## config.mk

```make
export PLATFORM = sky130hd
export DESIGN_NAME = salc_cmp
export DESIGN_NICKNAME = d
export VERILOG_FILES = /design/src/salc_pkg.sv /design/src/salc_cmp.sv
export SDC_FILE = /design/constraint.sdc
export NUM_CORES = 1
export LEC_CHECK = 0
export BUFFER_PORTS_ARGS = -buffer_cell sky130_fd_sc_hd__buf_2
export CAP_MARGIN = 5
export CORE_MARGIN = 2
export CORE_UTILIZATION = 44
export CTS_BUF_LIST = sky130_fd_sc_hd__clkbuf_8 sky130_fd_sc_hd__clkbuf_16
export DETAILED_ROUTE_END_ITERATION = 8
export PLACE_DENSITY = 0.77
export SYNTH_ARGS = -nofsm -noshare
export SYNTH_HDL_FRONTEND = slang
export SYNTH_SLANG_ARGS = --single-unit
```

## constraint.sdc

```tcl
create_clock -name clk_i -period 6.8 [get_ports clk_i]
set_clock_uncertainty 0.1 [all_clocks]
set_input_delay 0.34 -clock clk_i [delete_from_list [all_inputs] [get_ports clk_i]]
set_output_delay 0.34 -clock clk_i [all_outputs]
set_load 0.03 [all_outputs]
```

## src/salc_pkg.sv

```systemverilog
// shared types, constants and helpers for the set-associative lru cache model
`timescale 1ns / 1ps
package salc_pkg;

  localparam int STAMP_W     = 64;
  localparam int CNT_W       = 32;
  localparam int OUTCOME_W   = 2;
  localparam int WAY_USED_W  = 3;
  localparam int CFG_IDX_W   = 2;
  localparam int CFG_DATA_W  = 5;
  localparam int OUT_FIELD_W = OUTCOME_W + WAY_USED_W + 3 * CNT_W;
  localparam int OUT_TDATA_W = ((OUT_FIELD_W + 7) / 8) * 8;

  // configuration register indexes
  localparam logic [CFG_IDX_W-1:0] CFG_SET_BITS    = 2'd0;
  localparam logic [CFG_IDX_W-1:0] CFG_WAYS_IN_USE = 2'd1;
  localparam logic [CFG_IDX_W-1:0] CFG_OFFSET_BITS = 2'd2;

  // access outcome codes
  localparam logic [OUTCOME_W-1:0] OUT_HIT   = 2'd0;
  localparam logic [OUTCOME_W-1:0] OUT_FILL  = 2'd1;
  localparam logic [OUTCOME_W-1:0] OUT_EVICT = 2'd2;

  // set search status handed from the compare unit to the sequencer
  typedef struct packed {
    logic hit;
    logic have_empty;
  } scan_status_t;

  function automatic logic [CNT_W-1:0] sat_inc(input logic [CNT_W-1:0] c);
    sat_inc = (c == {CNT_W{1'b1}}) ? c : c + 1'b1;
  endfunction

endpackage

```

## src/salc_cmp.sv

```systemverilog
// shared compare unit: tag match, first empty way and oldest stamp tracking
`timescale 1ns / 1ps
module salc_cmp #(
  parameter int ADDR_WIDTH = 48,
  parameter int WAY_W = 3
) (
  input  logic                          clk_i,
  input  logic                          rst_ni,
  input  logic                          start_i,
  input  logic                          vld_i,
  input  logic [WAY_W-1:0]              way_i,
  input  logic                          ent_valid_i,
  input  logic [ADDR_WIDTH-1:0]         ent_tag_i,
  input  logic [salc_pkg::STAMP_W-1:0]  ent_stamp_i,
  input  logic [ADDR_WIDTH-1:0]         tag_i,
  output logic                          hit_now_o,
  output salc_pkg::scan_status_t        status_o,
  output logic [WAY_W-1:0]              hit_way_o,
  output logic [WAY_W-1:0]              empty_way_o,
  output logic [WAY_W-1:0]              old_way_o
);
  import salc_pkg::*;

  scan_status_t       st_q, st_d;
  logic [WAY_W-1:0]   hit_way_q, empty_way_q, old_way_q;
  logic [STAMP_W-1:0] old_stamp_q;
  logic               older;

  assign hit_now_o = vld_i && ent_valid_i && (ent_tag_i == tag_i);
  // first way seeds the search, later ways must be strictly older
  assign older     = (way_i == '0) || (ent_stamp_i < old_stamp_q);

  always_comb begin
    st_d = st_q;
    if (start_i) begin
      st_d = '0;
    end else if (vld_i) begin
      if (hit_now_o) begin
        st_d.hit = 1'b1;
      end else if (!ent_valid_i && !st_q.have_empty) begin
        st_d.have_empty = 1'b1;
      end
    end
  end

  always_ff @(posedge clk_i or negedge rst_ni) begin
    if (!rst_ni) begin
      st_q <= '0;
    end else begin
      st_q <= st_d;
    end
  end

  always_ff @(posedge clk_i) begin
    if (vld_i && !start_i) begin
      if (hit_now_o) begin
        hit_way_q <= way_i;
      end
      if (!ent_valid_i && !st_q.have_empty) begin
        empty_way_q <= way_i;
      end
      if (older) begin
        old_stamp_q <= ent_stamp_i;
        old_way_q   <= way_i;
      end
    end
  end

  assign status_o    = st_q;
  assign hit_way_o   = hit_way_q;
  assign empty_way_o = empty_way_q;
  assign old_way_o   = old_way_q;

endmodule
```

After elaboration in Yosys (flattened, before gate mapping). Index checks and enable logic that the tools add are counted.

Flip-flop bits (word level): 75. Memories kept: 0. RAM bits: 0. Bits in latches: 0. Bits in read-only memories: 0. Output and inout bits: 12. Input port bits: 168. Logic and storage cells: 31.

Reduce and logical (&&, ||, !) cells: 17. Div/mod/pow operators: 0. Add/subtract/negate cells: 0. Muxes and demuxes: 5. Shifts and indexed selects: 0. Magnitude comparators: 1. Equality and inequality tests: 2. Multiply operators: 0. Bitwise operators: 0.

Operator list (number): < comparator 64 bit (1); equality test 48 bit (1); AND reduction 2 bit (4); nonzero test 2 bit (3); logical AND 1 bit (4); 2-to-1 mux 2 bit (2); logical NOT 1 bit (3); logical NOT 3 bit (1); 2-to-1 mux 1 bit (3); AND reduction 3 bit (1); inequality test 2 bit (second input constant) (1); logical OR 1 bit (1).

Depth between registers and ports, before layout.
Word-level depth: 6. Depth in mapped cells: 8. Gate-level depth less buffers: 8.

Worst setup path after synthesis. OpenSTA, ideal clock, no wires.

Path type: input to register. Start point: input ent_stamp_i[17] in the netlist's numbering. End point: register old_stamp_q[0], enable pin. Buffers on the path: 0. Stages: 7. Arrival: 6.495 ns. Path slack: -0.396 ns. Required time: 6.100 ns. Library setup time: 0.600 ns. Path through: ha_1 > a21o_1 > nand3_1 > a21oi_1 > a2111oi_0 > o211ai_1 > a221oi_1.

Word-level cells in the longest chain between the ends: 3.

Ends and longest elaborated chain: start, declared (RTL line salc_cmp.sv:14) `input logic [salc_pkg::STAMP_W-1:0] ent_stamp_i,`; < comparator 64 bit (RTL line salc_cmp.sv:31) `assign older = (way_i == '0) || (ent_stamp_i < old_stamp_q);`; logical OR 1 bit (RTL line salc_cmp.sv:31); AND reduction 2 bit (no source line); end signal, assigned (RTL line salc_cmp.sv:63) `old_stamp_q <= ent_stamp_i;`; end, declared (RTL line salc_cmp.sv:26) `logic [STAMP_W-1:0] old_stamp_q;`.

No other way between the ends. A chain may end at the register's enable or synchronous reset.

Worst setup path in the final report.
Start point: register old_stamp_q[59]. End point: register old_stamp_q[35], enable pin.

Word-level cells in the longest chain between the ends: 3.

Ends and longest elaborated chain (RTL line): < comparator 64 bit (salc_cmp.sv:31); logical OR 1 bit (salc_cmp.sv:31); AND reduction 2 bit (no source line).

No other way between the ends.

==> results.yml <==
place:
  dp_cells: 695
  pre_cts_slack_ns: 3.11
  gp_congestion: 0.828
  placed_area_mm2: 0.00550
  port_buffers: 179
  dpl.hpwl_um: 8990
final_layout:
  multi_input_area_mm2: 0.00191
  final_nets: 805
  finalNonFillerCells: 715
  syn_to_final_growth_pct: 29.2
  fillers: 837
  fin_area_mm2: 0.00571
  drive_gt1_share_pct: 33.9
  regArea_mm2: 0.00224
drt:
  first_iter_violations: 106
  drc: 0
  vias: 3526
  drt-pass1-iter-count: 4
  vias_per_cell: 4.93
  drt_wl_total_um: 10800
  wire_per_inst_um: 15.1
  ant_nets: 0
job:
  maxCapViolations: 0
logic_synthesis:
  synth_top_area_cell: "edfxtp_1"
  netlist_instances: 382
  ys_ff_latch: 75
  synth_simple_gate_area_share_pct: 8.16
  muxShareOfSynthArea_pct: 0
  synth-xor-area-share_pct: 8.33
  avgSynthCellArea_um2: 11.6
  ys_top_cells_by_area: "edfxtp_1 (50%), ha_1 (18%), inv_1 (6.5%), xnor2_1 (5.4%), xor2_1 (3.0%)"
  ys_types: 33
  synth_fa_ha_area_share_pct: 17.8
  postSynthNetCount: 613
  syn-cell-area_mm2: 0.00442
  yosysWarnings: 0
  synth_compound_area_share_pct: 8.44
  ys_seq_area_share_pct: 50.8
  synth_top_area_share_pct: 49.6
  synth_top_family_by_area: "adder cells"
clock_network:
  cts_max_level: 3
  cts_buffers: 9
  cts_tree: "built"
  clk_latency_ns: 0.35
  cts_setup_buffers: 0
  cts_root_buffer: "clkbuf_8"
  cts.sinks: 75
  cts-resized-gates: 0
  clk_path_buf_depth: 2
  path_clk_slew_ns: 0.08
grt:
  grt_pass1_vias: 3650
  grt_pass1_wl_um: 16800
  grt_use_total_pct: 20.1
  antenna_found_initial: 3
  grt_overflow: 0
  grt_max_degree: 53
power:
  irDropWorstVdd_mv: 0.134
  p_leak_nw: 2.75
  power.total_mw: 1.05
  powerDensity_mw_per_mm2: 183
floorplanning:
  initial_core_util_pct: 45.2
  die-area_mm2: 0.0109
  core_mm2: 0.00977
  die_y_um: 104
  rows: 36
  ios: 180
  die_w_um: 104
sta:
  relSlewSlack_pct: 45.6
  period_minus_slack_ns: 3.57
  fin_crit_sh_pct: 52.4
  max_freq_ghz: 0.280
  timing.setup.tns_ns: 0
  setup_viol: 0
  worst_slack_ns: 3.23
  hold_viol: 0
  final_max_slew_viol_count: 0
  rsz0062_at_grt: "false"
  tightest_slew_ns: 0.816
critical_path:
  r2r_slack_ns: 3.23
  arrival_ns: 3.44
  r2r_cells: 9
  cp-end-kind: "flip-flop"
  required_ns: 6.68
  crit_type: "reg -> reg"
  startpoint: "old_stamp_q[59]"
  critPathLaunchType: "flip-flop"
  crit-reg2reg-capture: "old_stamp_q[35]"
  worstSetupEndpoint: "old_stamp_q[35]"
  rr_startpoint: "old_stamp_q[59]"
  crit_fanout: 52
status:
  status: "complete, no violations"
worst_hold_path:
  holdCritPathClass: "in -> reg"
## layout make-up
cell class / instances / share of cell area [%]
timing repair buffer: 181 / 16.0
multi-input combinational: 231 / 33.4
sequential: 75 / 39.3
inverter: 76 / 5.00
clock buffer: 9 / 2.17
antenna: 3 / 0.132
tap: 133 / 2.92
clock inverter: 7 / 1.05
## synth_stat cells
cell type	number
nand2_1	14
nor4_1	8
o21ai_0	13
a31oi_1	1
o211ai_1	2
a221oi_1	3
o311ai_0	1
o2111ai_1	1
a2111oi_0	1
xor2_1	15
nand4_1	18
o22ai_1	2
a22o_1	2
o21bai_1	1
dfrtp_1	2
ha_1	63
o2bb2ai_1	1
edfxtp_1	73
nor2_1	8
a21o_1	3
o211a_1	1
nand3_1	5
a221o_1	1
o21ba_2	1
and2_1	1
a211oi_1	2
inv_1	76
a21oi_1	24
nor2b_1	3
or4_1	2
nor3_1	3
xnor2_1	27
and4_1	4
## worst min path at each step
| stage | startpoint | to | cells past startpoint |
|---|---|---|---|
| 2_1_floorplan | rst_ni | status_o[0] | 0 |
| 3_3_place_gp | rst_ni | status_o[1] | 1 |
| 3_5_place_dp | rst_ni | status_o[1] | 1 |
| 4_1_cts | start_i | status_o[1] | 2 |
| 5_1_grt | ent_stamp_i[11] | old_stamp_q[11] | 1 |
| 6_report | start_i | status_o[1] | 2 |
## kinds of logic (layout without fill, tap and decap cells)
family / Yosys count / in the layout
other cells: 0 / 3
buf+inv: 76 / 273
fa+ha+maj: 63 / 63
simple gates: 66 / 66
compound gates: 60 / 60
flops: 75 / 75
xor+xnor: 42 / 42
## critical path, stage by stage (launching register included)
cell and delay (ns):
edfxtp_1 0.37, inv_1 0.06, ha_1 0.24, a21oi_1 0.23, o211ai_1 0.12, a211oi_1 0.17
o311ai_0 0.25, o21ba_2 0.29, a221oi_4 0.63, buf_4 0.69
## cells in the final DEF, fill, tap and decap left out, drive strengths merged, types with 4 or more instances in the layout
master | synthesis | routed
nor2 | 8 | 8
clkinv | 0 | 4
xnor2 | 27 | 27
ha | 63 | 63
nand2 | 14 | 14
inv | 76 | 77
clkbuf | 0 | 9
a21oi | 24 | 24
nand4 | 18 | 18
buf | 0 | 180
edfxtp | 73 | 73
o21ai | 13 | 13
nand3 | 5 | 5
and4 | 4 | 4
nor4 | 8 | 8
xor2 | 15 | 15
## where the power goes
group          total [mW]  switching [mW]  internal, mW
Clock               0.324           0.159         0.165
Combinational       0.184          0.0950        0.0885
Sequential          0.538         0.00534         0.533
Total                1.05           0.260         0.786
## metrics by stage
stage          utilization (%)  hold slack [ns]
2_1_floorplan                -          -0.0556
3_3_place_gp              56.3           0.0255
3_5_place_dp              56.3           0.0278
4_1_cts                   58.3           0.0499
5_1_grt                   58.4           0.0617
6_report                  58.4           0.0753
## state kept, by name, summed over array words and instances, names as in the netlist
| register | count |
|---|---|
| empty_way_o | 3 |
| hit_way_o | 3 |
| old_stamp_q | 64 |
| old_way_o | 3 |
| status_o | 2 |
## metal layers
layer | track usage (%) | routed length (µm) | part of all wire [%]
met5 | 0 | 0 | 0
met4 | 7.24 | 199 | 1.8
met2 | 39.0 | 5900 | 55
met1 | 21.1 | 4110 | 38
met3 | 4.51 | 571 | 5.3
## repair_timing
item                       in CTS  in global routing
setup endpoints to repair       0                  0
hold buffers                    1                  0
hold endpoints to repair        2                  0
(Power assumes the default switching activity.)
